==> config.mk <==
export PLATFORM = sky130hd
export DESIGN_NAME = xml_byte_tokenizer_core_flat
export DESIGN_NICKNAME = d
export VERILOG_FILES = /design/src/design/xbt_pkg.sv /design/src/design/xbt_if.sv /design/src/design/xbt_front.sv /design/src/design/xbt_queue.sv /design/src/design/xbt_back.sv /design/src/design/xml_byte_tokenizer_core.sv /design/src/flat_wrapper.sv
export SDC_FILE = /design/constraint.sdc
export NUM_CORES = 1
export LEC_CHECK = 0
export ABC_AREA = 1
export BUFFER_PORTS_ARGS = -buffer_cell sky130_fd_sc_hd__buf_2
export CAP_MARGIN = 10
export CORE_MARGIN = 8
export CORE_UTILIZATION = 35
export DETAILED_ROUTE_END_ITERATION = 8
export PLACE_DENSITY = 0.53
export SYNTH_ARGS = -nofsm -noshare
export SYNTH_HDL_FRONTEND = slang
export SYNTH_SLANG_ARGS = --single-unit
export TNS_END_PERCENT = 1
==> constraint.sdc <==
create_clock -name i_clk -period 10 [get_ports i_clk]
set_input_delay 2 -clock i_clk [delete_from_list [all_inputs] [get_ports i_clk]]
set_output_delay 2 -clock i_clk [all_outputs]
set_load 0.005 [all_outputs]
==> src/design/xbt_pkg.sv <==
// ----------------------------------------------------------------------------
// xbt_pkg
// shared types, character codes and helpers of the xml byte tokenizer
// ----------------------------------------------------------------------------
package xbt_pkg;

    localparam int TAB_WIDTH = 8;
    localparam int MAX_BEATS = 8;
    localparam int TAB_BEATS = (TAB_WIDTH > MAX_BEATS) ? MAX_BEATS : TAB_WIDTH;
    localparam int CNT_W     = $clog2(MAX_BEATS + 1);
    localparam int Q_DEPTH   = 4;
    localparam int Q_AW      = $clog2(Q_DEPTH);

    localparam logic [7:0] C_LT    = 8'h3C;
    localparam logic [7:0] C_GT    = 8'h3E;
    localparam logic [7:0] C_BANG  = 8'h21;
    localparam logic [7:0] C_QMARK = 8'h3F;
    localparam logic [7:0] C_SLASH = 8'h2F;
    localparam logic [7:0] C_EQ    = 8'h3D;
    localparam logic [7:0] C_DASH  = 8'h2D;
    localparam logic [7:0] C_USCR  = 8'h5F;
    localparam logic [7:0] C_SPACE = 8'h20;
    localparam logic [7:0] C_TAB   = 8'h09;
    localparam logic [7:0] C_CR    = 8'h0D;
    localparam logic [7:0] C_LF    = 8'h0A;
    localparam logic [7:0] C_DQUOT = 8'h22;
    localparam logic [7:0] C_SQUOT = 8'h27;

    typedef enum logic [3:0] {
        K_TEXT_BYTE  = 4'd0,
        K_BLANK_DONE = 4'd1,
        K_TEXT_DONE  = 4'd2,
        K_NAME_BYTE  = 4'd3,
        K_NAME_DONE  = 4'd4,
        K_ATTR_BYTE  = 4'd5,
        K_ATTR_DONE  = 4'd6,
        K_VALUE_BYTE = 4'd7,
        K_VALUE_DONE = 4'd8,
        K_TAG_DONE   = 4'd9,
        K_END        = 4'd10,
        K_FAIL       = 4'd11
    } t_kind;

    typedef enum logic [1:0] {
        T_HEADER = 2'd0,
        T_OPEN   = 2'd1,
        T_CLOSE  = 2'd2,
        T_SELF   = 2'd3
    } t_tag;

    // one queue entry: up to two distinct beats, or a run of identical beats
    typedef struct packed {
        logic [CNT_W-1:0] cnt;
        t_kind            k0;
        t_kind            k1;
        logic [7:0]       d0;
        t_tag             tt;
    } t_cmd;

    function automatic logic name_char(input logic [7:0] c);
        return (c >= 8'h61 && c <= 8'h7A) || (c >= 8'h41 && c <= 8'h5A) || (c == C_USCR);
    endfunction

endpackage

==> src/design/xbt_if.sv <==
// ----------------------------------------------------------------------------
// xbt_if
// valid/ready channels for input bytes and result beats
// ----------------------------------------------------------------------------
interface xbt_in_if;
    logic       valid;
    logic       ready;
    logic [7:0] in_byte;
    logic       at_end;

    modport source (output valid, output in_byte, output at_end, input ready);
    modport sink   (input valid, input in_byte, input at_end, output ready);
endinterface

interface xbt_out_if;
    logic       valid;
    logic       ready;
    logic [3:0] kind;
    logic [7:0] data_byte;
    logic [1:0] tag_type;
    logic       last_of_run;

    modport source (output valid, output kind, output data_byte, output tag_type,
                    output last_of_run, input ready);
    modport sink   (input valid, input kind, input data_byte, input tag_type,
                    input last_of_run, output ready);
endinterface

==> src/design/xbt_front.sv <==
// ----------------------------------------------------------------------------
// xbt_front
// lexer state machine: classifies each byte into a queue command
// ----------------------------------------------------------------------------
module xbt_front (
    input  logic              i_clk,
    input  logic              i_rst_n,
    xbt_in_if.sink            i_in,
    input  logic              i_q_full,
    output logic              o_push,
    output xbt_pkg::t_cmd     o_cmd
);

    typedef enum logic [15:0] {
        M_IDLE      = 16'h0001,
        M_TEXT      = 16'h0002,
        M_TAG_BEGIN = 16'h0004,
        M_TAG_NAME  = 16'h0008,
        M_TAG       = 16'h0010,
        M_ATTR      = 16'h0020,
        M_VALUE     = 16'h0040,
        M_STRING    = 16'h0080,
        M_TAG_END   = 16'h0100,
        M_TAG_CLOSE = 16'h0200,
        M_CMT_B1    = 16'h0400,
        M_CMT_B2    = 16'h0800,
        M_CMT       = 16'h1000,
        M_CMT_E1    = 16'h2000,
        M_CMT_E2    = 16'h4000,
        M_FAILED    = 16'h8000
    } t_mode;

    t_mode         r_mode, n_mode;
    xbt_pkg::t_tag r_tag_kind, n_tag_kind;
    logic          r_nonblank, n_nonblank;
    logic          r_quote_dbl, n_quote_dbl;
    xbt_pkg::t_cmd cmd;
    logic          accept;

    assign i_in.ready = !i_q_full;
    assign accept     = i_in.valid && !i_q_full;

    always_comb begin
        logic                 again;
        logic                 pv;
        logic                 tab;
        xbt_pkg::t_kind       pk;
        logic [7:0]           pd;
        logic [7:0]           c;
        logic                 eof;
        c           = i_in.in_byte;
        eof         = i_in.at_end;
        n_mode      = r_mode;
        n_tag_kind  = r_tag_kind;
        n_nonblank  = r_nonblank;
        n_quote_dbl = r_quote_dbl;
        cmd.cnt     = '0;
        cmd.k0      = xbt_pkg::K_TEXT_BYTE;
        cmd.k1      = xbt_pkg::K_TEXT_BYTE;
        cmd.d0      = 8'h00;
        cmd.tt      = xbt_pkg::T_HEADER;
        again       = 1'b1;
        pv          = 1'b0;
        tab         = 1'b0;
        pk          = xbt_pkg::K_FAIL;
        pd          = 8'h00;
        // at most three passes: tag name -> tag end -> tag close
        for (int p = 0; p < 3; p++) begin
            if (again) begin
                again = 1'b0;
                pv    = 1'b0;
                tab   = 1'b0;
                pk    = xbt_pkg::K_FAIL;
                pd    = 8'h00;
                unique case (n_mode)
                    M_IDLE: begin
                        if (eof) begin
                            pv = 1'b1; pk = xbt_pkg::K_END;
                        end else if (c == xbt_pkg::C_CR || c == xbt_pkg::C_LF) begin
                            pv = 1'b0;
                        end else if (c == xbt_pkg::C_LT) begin
                            n_mode = M_TAG_BEGIN;
                        end else begin
                            n_mode     = M_TEXT;
                            n_nonblank = 1'b0;
                            again      = 1'b1;
                        end
                    end
                    M_TEXT: begin
                        if (eof) begin
                            pv = 1'b1;
                            pk = n_nonblank ? xbt_pkg::K_TEXT_DONE : xbt_pkg::K_BLANK_DONE;
                            n_mode = M_IDLE;
                            // end beat follows as the second beat of the same entry
                            cmd.k0  = pk;
                            cmd.k1  = xbt_pkg::K_END;
                            cmd.cnt = xbt_pkg::CNT_W'(2);
                            pv      = 1'b0;
                        end else if (c == xbt_pkg::C_SPACE) begin
                            pv = 1'b1; pk = xbt_pkg::K_TEXT_BYTE; pd = c;
                        end else if (c == xbt_pkg::C_TAB) begin
                            tab = 1'b1; pk = xbt_pkg::K_TEXT_BYTE;
                        end else if (c == xbt_pkg::C_CR || c == xbt_pkg::C_LF) begin
                            pv = 1'b0;
                        end else if (c == xbt_pkg::C_LT) begin
                            pv = 1'b1;
                            pk = n_nonblank ? xbt_pkg::K_TEXT_DONE : xbt_pkg::K_BLANK_DONE;
                            n_mode = M_TAG_BEGIN;
                        end else begin
                            n_nonblank = 1'b1;
                            pv = 1'b1; pk = xbt_pkg::K_TEXT_BYTE; pd = c;
                        end
                    end
                    M_TAG_BEGIN: begin
                        if (eof) begin
                            pv = 1'b1; n_mode = M_FAILED;
                        end else if (c == xbt_pkg::C_BANG) begin
                            n_mode = M_CMT_B1;
                        end else if (c == xbt_pkg::C_QMARK) begin
                            n_mode = M_TAG_NAME; n_tag_kind = xbt_pkg::T_HEADER;
                        end else if (c == xbt_pkg::C_SLASH) begin
                            n_mode = M_TAG_NAME; n_tag_kind = xbt_pkg::T_CLOSE;
                        end else if (xbt_pkg::name_char(c)) begin
                            n_mode = M_TAG_NAME; n_tag_kind = xbt_pkg::T_OPEN;
                            again  = 1'b1;
                        end else begin
                            pv = 1'b1; n_mode = M_FAILED;
                        end
                    end
                    M_TAG_NAME: begin
                        if (eof) begin
                            pv = 1'b1; n_mode = M_FAILED;
                        end else if (xbt_pkg::name_char(c)) begin
                            pv = 1'b1; pk = xbt_pkg::K_NAME_BYTE; pd = c;
                        end else if (c == xbt_pkg::C_SPACE || c == xbt_pkg::C_TAB) begin
                            pv = 1'b1; pk = xbt_pkg::K_NAME_DONE; n_mode = M_TAG;
                        end else if (c == xbt_pkg::C_QMARK || c == xbt_pkg::C_SLASH
                                     || c == xbt_pkg::C_GT) begin
                            pv = 1'b1; pk = xbt_pkg::K_NAME_DONE; n_mode = M_TAG_END;
                            again = 1'b1;
                        end else begin
                            pv = 1'b1; n_mode = M_FAILED;
                        end
                    end
                    M_TAG: begin
                        if (eof) begin
                            pv = 1'b1; n_mode = M_FAILED;
                        end else if (c == xbt_pkg::C_SPACE || c == xbt_pkg::C_TAB) begin
                            pv = 1'b0;
                        end else if (xbt_pkg::name_char(c)) begin
                            n_mode = M_ATTR; again = 1'b1;
                        end else if (c == xbt_pkg::C_QMARK || c == xbt_pkg::C_SLASH
                                     || c == xbt_pkg::C_GT) begin
                            n_mode = M_TAG_END; again = 1'b1;
                        end else begin
                            pv = 1'b1; n_mode = M_FAILED;
                        end
                    end
                    M_ATTR: begin
                        if (eof) begin
                            pv = 1'b1; n_mode = M_FAILED;
                        end else if (xbt_pkg::name_char(c)) begin
                            pv = 1'b1; pk = xbt_pkg::K_ATTR_BYTE; pd = c;
                        end else if (c == xbt_pkg::C_EQ) begin
                            pv = 1'b1; pk = xbt_pkg::K_ATTR_DONE; n_mode = M_VALUE;
                        end else begin
                            pv = 1'b1; n_mode = M_FAILED;
                        end
                    end
                    M_VALUE: begin
                        if (!eof && (c == xbt_pkg::C_SQUOT || c == xbt_pkg::C_DQUOT)) begin
                            n_quote_dbl = (c == xbt_pkg::C_DQUOT);
                            n_mode      = M_STRING;
                        end else begin
                            pv = 1'b1; n_mode = M_FAILED;
                        end
                    end
                    M_STRING: begin
                        if (eof || c == xbt_pkg::C_CR || c == xbt_pkg::C_LF) begin
                            pv = 1'b1; n_mode = M_FAILED;
                        end else if (c == (n_quote_dbl ? xbt_pkg::C_DQUOT
                                                       : xbt_pkg::C_SQUOT)) begin
                            pv = 1'b1; pk = xbt_pkg::K_VALUE_DONE; n_mode = M_TAG;
                        end else if (c == xbt_pkg::C_TAB) begin
                            tab = 1'b1; pk = xbt_pkg::K_VALUE_BYTE;
                        end else begin
                            pv = 1'b1; pk = xbt_pkg::K_VALUE_BYTE; pd = c;
                        end
                    end
                    M_TAG_END: begin
                        if (eof) begin
                            pv = 1'b1; n_mode = M_FAILED;
                        end else if (c == xbt_pkg::C_QMARK
                                     && n_tag_kind == xbt_pkg::T_HEADER) begin
                            n_mode = M_TAG_CLOSE;
                        end else if (c == xbt_pkg::C_SLASH
                                     && n_tag_kind == xbt_pkg::T_OPEN) begin
                            n_tag_kind = xbt_pkg::T_SELF;
                            n_mode     = M_TAG_CLOSE;
                        end else if (c == xbt_pkg::C_GT
                                     && (n_tag_kind == xbt_pkg::T_OPEN
                                         || n_tag_kind == xbt_pkg::T_CLOSE)) begin
                            n_mode = M_TAG_CLOSE; again = 1'b1;
                        end else begin
                            pv = 1'b1; n_mode = M_FAILED;
                        end
                    end
                    M_TAG_CLOSE: begin
                        if (!eof && c == xbt_pkg::C_GT) begin
                            pv = 1'b1; pk = xbt_pkg::K_TAG_DONE; n_mode = M_IDLE;
                            cmd.tt = n_tag_kind;
                        end else begin
                            pv = 1'b1; n_mode = M_FAILED;
                        end
                    end
                    M_CMT_B1: begin
                        if (!eof && c == xbt_pkg::C_DASH) begin
                            n_mode = M_CMT_B2;
                        end else begin
                            pv = 1'b1; n_mode = M_FAILED;
                        end
                    end
                    M_CMT_B2: begin
                        if (!eof && c == xbt_pkg::C_DASH) begin
                            n_mode = M_CMT;
                        end else begin
                            pv = 1'b1; n_mode = M_FAILED;
                        end
                    end
                    M_CMT: begin
                        if (eof) begin
                            pv = 1'b1; n_mode = M_FAILED;
                        end else if (c == xbt_pkg::C_DASH) begin
                            n_mode = M_CMT_E1;
                        end
                    end
                    M_CMT_E1: begin
                        if (eof) begin
                            pv = 1'b1; n_mode = M_FAILED;
                        end else if (c == xbt_pkg::C_DASH) begin
                            n_mode = M_CMT_E2;
                        end else begin
                            n_mode = M_CMT;
                        end
                    end
                    M_CMT_E2: begin
                        if (eof) begin
                            pv = 1'b1; n_mode = M_FAILED;
                        end else if (c == xbt_pkg::C_GT) begin
                            n_mode = M_IDLE;
                        end else if (c != xbt_pkg::C_DASH) begin
                            n_mode = M_CMT;
                        end
                    end
                    M_FAILED: begin
                        pv = 1'b0;
                    end
                    default: begin
                        pv = 1'b1; n_mode = M_FAILED;
                    end
                endcase
                // append this pass's beat to the command, or make it a run of spaces for a tab
                if (tab) begin
                    cmd.cnt = xbt_pkg::CNT_W'(xbt_pkg::TAB_BEATS);
                    cmd.k0  = pk;
                    cmd.k1  = pk;
                    cmd.d0  = xbt_pkg::C_SPACE;
                end else if (pv) begin
                    if (cmd.cnt == '0) begin
                        cmd.k0 = pk;
                        cmd.k1 = pk;
                        cmd.d0 = pd;
                    end else begin
                        cmd.k1 = pk;
                    end
                    cmd.cnt = cmd.cnt + 1'b1;
                end
            end
        end
    end

    assign o_push = accept && (cmd.cnt != '0);
    assign o_cmd  = cmd;

    always_ff @(posedge i_clk) begin
        if (!i_rst_n) begin
            r_mode      <= M_IDLE;
            r_tag_kind  <= xbt_pkg::T_HEADER;
            r_nonblank  <= 1'b0;
            r_quote_dbl <= 1'b0;
        end else if (accept) begin
            r_mode      <= n_mode;
            r_tag_kind  <= n_tag_kind;
            r_nonblank  <= n_nonblank;
            r_quote_dbl <= n_quote_dbl;
        end
    end

endmodule

==> src/design/xbt_queue.sv <==
// ----------------------------------------------------------------------------
// xbt_queue
// short command queue between the lexer and the beat generator
// ----------------------------------------------------------------------------
module xbt_queue (
    input  logic              i_clk,
    input  logic              i_rst_n,
    input  logic              i_push,
    input  xbt_pkg::t_cmd     i_cmd,
    output logic              o_full,
    input  logic              i_pop,
    output logic              o_valid,
    output xbt_pkg::t_cmd     o_cmd
);

    xbt_pkg::t_cmd              r_mem [xbt_pkg::Q_DEPTH];
    logic [xbt_pkg::Q_AW-1:0]   r_wr, n_wr;
    logic [xbt_pkg::Q_AW-1:0]   r_rd, n_rd;
    logic [xbt_pkg::Q_AW:0]     r_count, n_count;

    assign o_full  = (r_count == (xbt_pkg::Q_AW+1)'(xbt_pkg::Q_DEPTH));
    assign o_valid = (r_count != '0);
    assign o_cmd   = r_mem[r_rd];

    always_comb begin
        n_wr    = i_push ? r_wr + 1'b1 : r_wr;
        n_rd    = i_pop ? r_rd + 1'b1 : r_rd;
        n_count = r_count + (xbt_pkg::Q_AW+1)'(i_push) - (xbt_pkg::Q_AW+1)'(i_pop);
    end

    always_ff @(posedge i_clk) begin
        if (!i_rst_n) begin
            r_wr    <= '0;
            r_rd    <= '0;
            r_count <= '0;
        end else begin
            r_wr    <= n_wr;
            r_rd    <= n_rd;
            r_count <= n_count;
        end
    end

    always_ff @(posedge i_clk) begin
        if (i_push) begin
            r_mem[r_wr] <= i_cmd;
        end
    end

endmodule

==> src/design/xbt_back.sv <==
// ----------------------------------------------------------------------------
// xbt_back
// expands queue commands into result beats through an output register
// ----------------------------------------------------------------------------
module xbt_back (
    input  logic              i_clk,
    input  logic              i_rst_n,
    input  logic              i_valid,
    input  xbt_pkg::t_cmd     i_cmd,
    output logic              o_pop,
    xbt_out_if.source         o_out
);

    logic [xbt_pkg::CNT_W-1:0] r_idx, n_idx;
    logic                      r_valid, n_valid;
    xbt_pkg::t_kind            r_kind, n_kind;
    logic [7:0]                r_data, n_data;
    xbt_pkg::t_tag             r_tag, n_tag;
    logic                      r_last, n_last;
    logic                      load;
    logic                      last;

    assign load = !r_valid || o_out.ready;
    assign last = (r_idx + 1'b1) == i_cmd.cnt;

    always_comb begin
        n_idx   = r_idx;
        n_valid = r_valid;
        n_kind  = r_kind;
        n_data  = r_data;
        n_tag   = r_tag;
        n_last  = r_last;
        o_pop   = 1'b0;
        if (load) begin
            n_valid = i_valid;
            if (i_valid) begin
                n_kind = (r_idx == '0) ? i_cmd.k0 : i_cmd.k1;
                case (n_kind) inside
                    xbt_pkg::K_TEXT_BYTE, xbt_pkg::K_NAME_BYTE,
                    xbt_pkg::K_ATTR_BYTE, xbt_pkg::K_VALUE_BYTE: n_data = i_cmd.d0;
                    default: n_data = 8'h00;
                endcase
                n_tag  = (n_kind == xbt_pkg::K_TAG_DONE) ? i_cmd.tt : xbt_pkg::T_HEADER;
                n_last = last;
                o_pop  = last;
                n_idx  = last ? '0 : r_idx + 1'b1;
            end
        end
    end

    always_ff @(posedge i_clk) begin
        if (!i_rst_n) begin
            r_idx   <= '0;
            r_valid <= 1'b0;
        end else begin
            r_idx   <= n_idx;
            r_valid <= n_valid;
        end
    end

    always_ff @(posedge i_clk) begin
        r_kind <= n_kind;
        r_data <= n_data;
        r_tag  <= n_tag;
        r_last <= n_last;
    end

    assign o_out.valid       = r_valid;
    assign o_out.kind        = r_kind;
    assign o_out.data_byte   = r_data;
    assign o_out.tag_type    = r_tag;
    assign o_out.last_of_run = r_last;

endmodule

==> src/design/xml_byte_tokenizer_core.sv <==
// ----------------------------------------------------------------------------
// xml_byte_tokenizer_core
// streaming tokenizer for a simple xml subset, one byte per beat
// ----------------------------------------------------------------------------
// usage:
//   i_in carries one character (in_byte) or an end-of-input mark (at_end)
//   per beat; o_out carries result beats (kind, data_byte, tag_type) with
//   last_of_run set on the final beat caused by an input beat.
//   an input beat is classified by the lexer in the cycle it is accepted and
//   its beats are queued; they reach o_out through the command queue and then
//   the output register. the output register emits one result beat per cycle
//   while the receiver is ready, so an input beat giving one result sustains
//   one input beat per cycle; a tab gives TAB_WIDTH beats (at most eight),
//   emitted in turn. input beats giving no result (comments, line breaks,
//   opening quotes) put nothing on the output. when the receiver stalls the
//   output register holds, the four-entry command queue fills, and i_in.ready
//   drops once it is full. synchronous reset returns the lexer to idle and
//   empties the queue and the output register; after a fail beat all input is
//   taken and dropped until the next reset.
// ----------------------------------------------------------------------------
module xml_byte_tokenizer_core (
    input  logic      i_clk,
    input  logic      i_rst_n,
    xbt_in_if.sink    i_in,
    xbt_out_if.source o_out
);

    logic          q_push;
    logic          q_full;
    logic          q_pop;
    logic          q_valid;
    xbt_pkg::t_cmd q_wr_cmd;
    xbt_pkg::t_cmd q_rd_cmd;

    xbt_front u_front (
        .i_clk    (i_clk),
        .i_rst_n  (i_rst_n),
        .i_in     (i_in),
        .i_q_full (q_full),
        .o_push   (q_push),
        .o_cmd    (q_wr_cmd)
    );

    xbt_queue u_queue (
        .i_clk   (i_clk),
        .i_rst_n (i_rst_n),
        .i_push  (q_push),
        .i_cmd   (q_wr_cmd),
        .o_full  (q_full),
        .i_pop   (q_pop),
        .o_valid (q_valid),
        .o_cmd   (q_rd_cmd)
    );

    xbt_back u_back (
        .i_clk   (i_clk),
        .i_rst_n (i_rst_n),
        .i_valid (q_valid),
        .i_cmd   (q_rd_cmd),
        .o_pop   (q_pop),
        .o_out   (o_out)
    );

    a_pop_needs_entry: assert property (@(posedge i_clk) disable iff (!i_rst_n)
        q_pop |-> q_valid)
        else $error("queue popped while empty");

    a_fail_is_last: assert property (@(posedge i_clk) disable iff (!i_rst_n)
        (o_out.valid && o_out.kind == xbt_pkg::K_FAIL) |-> o_out.last_of_run)
        else $error("fail beat not last of run");

    a_tag_type_only_on_tag: assert property (@(posedge i_clk) disable iff (!i_rst_n)
        (o_out.valid && o_out.kind != xbt_pkg::K_TAG_DONE) |-> (o_out.tag_type == 2'd0))
        else $error("tag type on a non-tag beat");

    a_data_only_on_bytes: assert property (@(posedge i_clk) disable iff (!i_rst_n)
        (o_out.valid && o_out.data_byte != 8'h00) |->
            (o_out.kind == xbt_pkg::K_TEXT_BYTE || o_out.kind == xbt_pkg::K_NAME_BYTE
             || o_out.kind == xbt_pkg::K_ATTR_BYTE || o_out.kind == xbt_pkg::K_VALUE_BYTE))
        else $error("data on a non-byte beat");

endmodule

==> src/flat_wrapper.sv <==
// flat-port wrapper written by rule: the top's interface ports become plain ports
module xml_byte_tokenizer_core_flat 
  (i_clk, i_rst_n, i_in_valid, i_in_in_byte, i_in_at_end, i_in_ready, o_out_valid, o_out_kind, o_out_data_byte, o_out_tag_type, o_out_last_of_run, o_out_ready);
  xbt_in_if i_in_i ();
  xbt_out_if o_out_i ();
  input  logic i_clk;
  input  logic i_rst_n;
  input wire logic [$bits(i_in_i.valid)-1:0] i_in_valid;
  input wire logic [$bits(i_in_i.in_byte)-1:0] i_in_in_byte;
  input wire logic [$bits(i_in_i.at_end)-1:0] i_in_at_end;
  output wire logic [$bits(i_in_i.ready)-1:0] i_in_ready;
  output wire logic [$bits(o_out_i.valid)-1:0] o_out_valid;
  output wire logic [$bits(o_out_i.kind)-1:0] o_out_kind;
  output wire logic [$bits(o_out_i.data_byte)-1:0] o_out_data_byte;
  output wire logic [$bits(o_out_i.tag_type)-1:0] o_out_tag_type;
  output wire logic [$bits(o_out_i.last_of_run)-1:0] o_out_last_of_run;
  input wire logic [$bits(o_out_i.ready)-1:0] o_out_ready;
  assign i_in_i.valid = i_in_valid;
  assign i_in_i.in_byte = i_in_in_byte;
  assign i_in_i.at_end = i_in_at_end;
  assign i_in_ready = i_in_i.ready;
  assign o_out_valid = o_out_i.valid;
  assign o_out_kind = o_out_i.kind;
  assign o_out_data_byte = o_out_i.data_byte;
  assign o_out_tag_type = o_out_i.tag_type;
  assign o_out_last_of_run = o_out_i.last_of_run;
  assign o_out_i.ready = o_out_ready;
  xml_byte_tokenizer_core u_core (.i_clk(i_clk), .i_rst_n(i_rst_n), .i_in(i_in_i), .o_out(o_out_i));
endmodule
# Yosys cells after proc, flatten, opt, wreduce, memory -nomap -nowiden
# Memories as Yosys holds them, arrays and structs flattened. A register that Yosys moved wholly into a read port is not among the register bits.
# Index checks and enable logic that the tools add are counted.
# Widths: inputs -> output; s select.
# op_classes
n_reduce_logical	53
bitwise_logic	0
n_eq_ne	78
n_addsub	8
shift	0
div_mod_pow	0
n_mux	331
n_mul	0
n_lt_le_gt_ge	4
# ops
operator	n
$mux 16	88
$pmux 16 s16	3
$mux 8	17
$mux 20	6
$mux 4	30
$mux 1	111
$mux 2	41
$eq 8x6->1 const B	10
$mux 12	6
$pmux 4 s6	3
$pmux 8 s3	3
$eq 16x1->1 const B	3
$eq 16x10->1 const B	3
$eq 16x11->1 const B	3
$eq 16x12->1 const B	3
$eq 16x13->1 const B	3
$eq 16x14->1 const B	3
$eq 16x15->1 const B	3
$eq 16x16->1 const B	3
$eq 16x2->1 const B	3
$eq 16x3->1 const B	3
$eq 16x4->1 const B	3
$eq 16x5->1 const B	3
$eq 16x6->1 const B	3
38 further kinds	117
# word_totals
memories	1
latchBits	0
reg_bits	47
out_inout_bits	17
wordCells	488
ramBits	88
rom_bits	0
# memory_table
memory	depth	width	rd	rd_ports_with_merged_regs	wr	line	rtl
u_core.u_queue.r_mem	4	22	1	1	1	xbt_queue.sv:16	xbt_pkg::t_cmd r_mem [xbt_pkg::Q_DEPTH];

# Logic depth before layout (Yosys ltp)
# logic_depth
depth_word	34
depth_mapped	37
ltp_nobuf	36

# Hierarchy
# Synthesis repeated with hierarchy kept, for this count alone.
# unflattened
hier_cells	1215
hier_area_um2	9251.4
# modules_own_cells
mod	seq_area_each_um2	cells_per_inst	area_per_inst_um2	instances
xbt_front	400.4	787	4224.1	1
xbt_queue	2822.7	312	3987.6	1
xbt_back	550.5	116	1039.7	1

# Worst setup path before layout
# No wires, ideal clock.
# synth_timing
kind	input to register
from	input port i_in_in_byte[2]
to	memory u_core.u_queue.r_mem[0][0] (netlist name) (enable)
n_path_buf	2
setup_slack_ps	3551
path_stages	30
setup_time_ps	401
t_arrival_ps	6048
t_required_ps	9599
path_cell_list	buf_2 nor2_1 nand3_1 nand2_1 inv_1 nand3_1 buf_4 inv_1 o21ai_0 o21ai_0 ha_1 nor2_1 a21oi_1 nand2_1 nand2_1 nor2_1 nand3_1 nor2_2 nand2_2 nand2_2 nand3_2 nand2_2 inv_1 ha_1 inv_1 nand2_1 a21oi_2 nand4_4 nand2_2 nor2_1
# synth_between
elab_chain_len	33
word_cells_on_any_way	278
classes_between	2 x add/sub; 4 x order compare; 51 x eq/ne; 188 x mux; 33 x reduce/logical
# synth_rtl
element	line	rtl
from (decl)	flat_wrapper.sv:9	input wire logic [$bits(i_in_i.in_byte)-1:0] i_in_in_byte;
parallel branches: the longest is 28 deep, another holds $ge 8x7->1	-	
$mux 22 (*)	xbt_front.sv:69	if (again) begin
$reduce_bool 4->1 (*)	xbt_front.sv:282	assign o_push = accept && (cmd.cnt != '0);
$logic_and 1x1->1 (*)	xbt_front.sv:282	
$mux 1 (*)	xbt_queue.sv:44	if (i_push) begin
$mux 1 (not written as such) (*)	xbt_queue.sv:45	r_mem[r_wr] <= i_cmd;
to (decl)	xbt_queue.sv:16	
# Mark *: on every way between the ends. The select of a mux whose other input is x is not followed.

# Worst setup path in the final report
# layout_timing
from	input port i_in_at_end
to	memory u_core.u_queue.r_mem[2][9] (netlist name) (enable)
# layout_between
elab_chain_len	25
word_cells_on_any_way	188
classes_between	3 x add/sub; 35 x eq/ne; 128 x mux; 22 x reduce/logical
# layout_rtl
element	line	rtl
from (decl)	flat_wrapper.sv:10	input wire logic [$bits(i_in_i.at_end)-1:0] i_in_at_end;
parallel branches: the longest is 20 deep, another holds $add 4x1->4	-	
$mux 22 (*)	xbt_front.sv:69	
$reduce_bool 4->1 (*)	xbt_front.sv:282	
$logic_and 1x1->1 (*)	xbt_front.sv:282	
$mux 1 (*)	xbt_queue.sv:44	
$mux 1 (not written as such) (*)	xbt_queue.sv:45	
# Marked as above.

==> impl_metrics.json <==
{
  "dr_wl_met3_um": 1293,
  "highest_layer": "met4",
  "placed_cells": 1409,
  "grt_pass1_wl_um": 40030,
  "clock-root-buffer": "clkbuf_16",
  "worst_hold_slack_ns": 0.4697,
  "synth_top_family_by_area": "simple AND/OR/NAND/NOR gates",
  "ys_ff_latch": 137,
  "finalMaxSlewViolations": 0,
  "syn_inst": 1082,
  "synth_warnings": 0,
  "synthAdderAreaFrac_pct": 2.620,
  "netlist.area_leader.share_pct": 36.80,
  "power.density_nw_per_um2": 222.5,
  "wl_per_cell_um": 17.52,
  "holdBufCountCts": 0,
  "synth_edf_count": 103,
  "setup_ws_ns": 2.945,
  "crit_end": "u_core.u_queue.r_mem[2][9]$_DFFE_PP_",
  "clock.fmax_mhz": 141.8,
  "m1WireLength_um": 11100,
  "num_vias": 7445,
  "outcome": "finished clean",
  "finalHoldViolCount": 0,
  "ir_worst_vdd_mv": 0.1075,
  "synthMuxAreaShare_pct": 0.1340,
  "routed_via_density": 5.167,
  "cts_tree": "done",
  "final-setup-viol-count": 0,
  "synth_nets": 1112,
  "drive_gt1_share_pct": 13.10,
  "design.die.area_um2": 29230,
  "drc_errors": 0,
  "crit_fanout": 30,
  "tns_ns": 0,
  "cts_resized": 0,
  "max_slew_margin_pct": 24.46,
  "syn_area_um2": 8406,
  "synthArstFlopShare_pct": 0,
  "r2r_slack_ns": 4.29,
  "rsz0062_at_grt": "false",
  "grt_max_degree": 46,
  "port_buffers": 29,
  "cp.arrival_ns": 7.19,
  "clkTransAtPathRegs_ns": 0.06,
  "dpl.hpwl_um": 18770,
  "worst_pin_slew_ns": 1.132,
  "place_area_um2": 8879,
  "num_rows": 56,
  "grt_use_total_pct": 17.84,
  "num-nets-final": 1139,
  "crit_path_start": "i_in_at_end",
  "period_needed_ns": 7.055,
  "worstRegToRegCells": 29,
  "io_pins": 30,
  "die_y_um": 171.0,
  "gp_congestion": 0.9410,
  "cts_made_buffers": 17,
  "critPathKind": "input port to flop",
  "synth-compound-area-share_pct": 15.42,
  "regArea_um2": 3774,
  "grt_overflow": 0,
  "crit-reg2reg-launch": "u_core.u_front.r_mode[0]$_SDFFE_PN1P_",
  "ys_types": 56,
  "first_iter_violations": 513,
  "period_share_pct": 70.55,
  "grt_pass1_vias": 7274,
  "first_pass_iters": 5,
  "drv_cap": 0,
  "start_util_pct": 35.70,
  "crit_required_ns": 10.14,
  "yosys-top-cells-area": "edfxtp_1 (37%), dfxtp_1 (8.1%), nand2_1 (7.8%)",
  "place_ws_ns": 2.485,
  "antenna_found_initial": 0,
  "final_core_util_pct": 40.09,
  "skew_ns": 0.01800,
  "power_mw": 2.100,
  "multi_input_area_um2": 3964,
  "fillCellCount": 2460,
  "ant_nets": 0,
  "hp-class": "flop to flop",
  "num_antenna_cells": 0,
  "design_area_um2": 9438,
  "cp-start-kind": "input port",
  "cts_sinks": 137,
  "cts_buffer_depth": 2,
  "endpoint_kind": "flop",
  "synth_top_cell_by_area": "edfxtp_1",
  "clk_latency_ns": 0.43,
  "synthFlopType": "edfxtp_1",
  "coreArea_um2": 23540,
  "area_growth_pct": 12.28,
  "die_w_um": 171.0,
  "rr_endpoint": "u_core.u_queue.r_mem[2][9]$_DFFE_PP_",
  "seq_area_frac_synth_pct": 44.89,
  "synth_xor_area_share_pct": 0.7294,
  "met2_length_um": 11920,
  "routed_wl_um": 25240,
  "htree_num_levels": 4,
  "post_cts_buffers": 0,
  "synthSimpleGateAreaFrac_pct": 28.10,
  "avgSynthCellArea_um2": 7.769,
  "finalNonFillerCells": 1441,
  "leakage_nw": 4.123
}
==> sequential cells by signal (all words and copies together), names as in the netlist, named ones only <==
signal	count
u_core.u_back.o_out.tag_type	2
u_core.u_front.r_quote_dbl	1
u_core.u_back.o_out.data_byte	8
u_core.u_front.r_nonblank	1
u_core.u_front.r_mode	16
u_core.u_queue.r_wr	2
u_core.u_back.o_out.last_of_run	1
u_core.u_queue.r_rd	2
u_core.u_back.o_out.kind	4
u_core.u_back.o_out.valid	1
u_core.u_front.r_tag_kind	2
u_core.u_queue.r_count	3
u_core.u_back.r_idx	4
u_core.u_queue.r_mem	88
==> worst max-delay path, cell delays in order <==
cell and delay [ns]:
buf_2 0.40, inv_1 0.08, buf_4 0.26, nand3_1 0.41
inv_1 0.20, o21ai_0 0.18, o21ai_0 0.18, ha_1 0.34
nor2_1 0.20, nand2_2 0.20, a21oi_1 0.18, nand2_1 0.06
nor2_1 0.08, nand3_1 0.12, nand2_2 0.15, nand3_1 0.08
nand2_1 0.13, inv_1 0.06, ha_1 0.27, inv_1 0.03
nand2_1 0.07, a21oi_2 0.08, nand4_4 0.12, nand2_2 0.12
nor2_2 0.87, buf_4 0.27
==> cell families after synthesis <==
family | count (synthesis)
mux | 1
simple gates | 517
xor+xnor | 7
fa+ha+maj | 17
flops | 137
buf+inv | 170
compound gates | 233
==> power by group <==
| group | switching (mW) | internal (mW) | total (mW) |
|---|---|---|---|
| logic | 0.464 | 0.202 | 0.666 |
| clock network | 0.280 | 0.327 | 0.607 |
| registers | 0.0455 | 0.781 | 0.826 |
| total | 0.790 | 1.31 | 2.10 |
==> area by class of cell <==
type                       count  share of cell area (%)
multi-input combinational    775                   42.00
sequential                   137                   39.98
inverter                     139                   5.528
clock inverter                15                   1.419
clock buffer                  17                   4.507
tap                          319                   4.229
timing repair buffer          39                   2.333
==> synth_stat cells, types with 2 or more instances <==
cell type and number:
a211oi_1 7, a21oi_1 65, a21oi_2 2, a221oi_1 2, a31oi_1 4, a32o_1 2, a32oi_1 2, buf_1 2
buf_2 4, buf_4 4, buf_6 3, clkbuf_1 18, dfxtp_1 34, edfxtp_1 103, ha_1 16, inv_1 127
inv_2 11, nand2_1 175, nand2_2 22, nand2_4 3, nand3_1 77, nand3_2 5, nand4_1 12, nor2_1 174
nor2_2 14, nor2_4 6, nor3_1 16, nor3b_1 2, nor4_1 2, o2111ai_1 3, o211ai_1 5, o21ai_0 115
o21ai_1 3, o22ai_1 14, or3_1 2, xnor2_1 2, xor2_1 5
==> how the worst min path moves through the flow <==
stage	from	to	slack, ns	cells past startpoint
after floorplan	u_core.u_queue.r_rd[1]$_SDFFE_PN0P_	flop	0.44	2
after global placement	u_core.u_queue.r_rd[1]$_SDFFE_PN0P_	u_core.u_queue.r_rd[1]$_SDFFE_PN0P_	0.46	2
after detailed placement	u_core.u_queue.r_rd[1]$_SDFFE_PN0P_	u_core.u_queue.r_rd[1]$_SDFFE_PN0P_	0.46	2
after CTS	u_core.u_queue.r_rd[1]$_SDFFE_PN0P_	u_core.u_queue.r_rd[1]$_SDFFE_PN0P_	0.47	2
after global routing	u_core.u_queue.r_rd[1]$_SDFFE_PN0P_	flop	0.50	2
final	u_core.u_queue.r_rd[1]$_SDFFE_PN0P_	flop	0.47	2
==> routing by layer <==
layer	track usage (%)	up-vias
met4	8.733	0
li1	-	3715
met5	0	-
met3	3.019	54
met1	22.34	3445
met2	29.40	231
==> cell usage in the layout, fill, tap and decap left out, drive strengths merged, types with 3 or more instances in the layout <==
cell | netlist | layout
nand2 | 200 | 200
nor2 | 195 | 195
inv | 138 | 146
o21ai | 119 | 119
edfxtp | 103 | 103
nand3 | 83 | 83
a21oi | 67 | 67
buf | 13 | 39
dfxtp | 34 | 34
clkbuf | 18 | 17
nor3 | 16 | 16
ha | 16 | 16
o22ai | 14 | 14
nand4 | 13 | 13
a211oi | 7 | 7
xor2 | 5 | 5
o211ai | 5 | 5
clkinv | 1 | 5
a31oi | 4 | 4
o2111ai | 3 | 3
clkinvlp | 0 | 3
nor4 | 3 | 3
(Power assumes the default switching activity.)
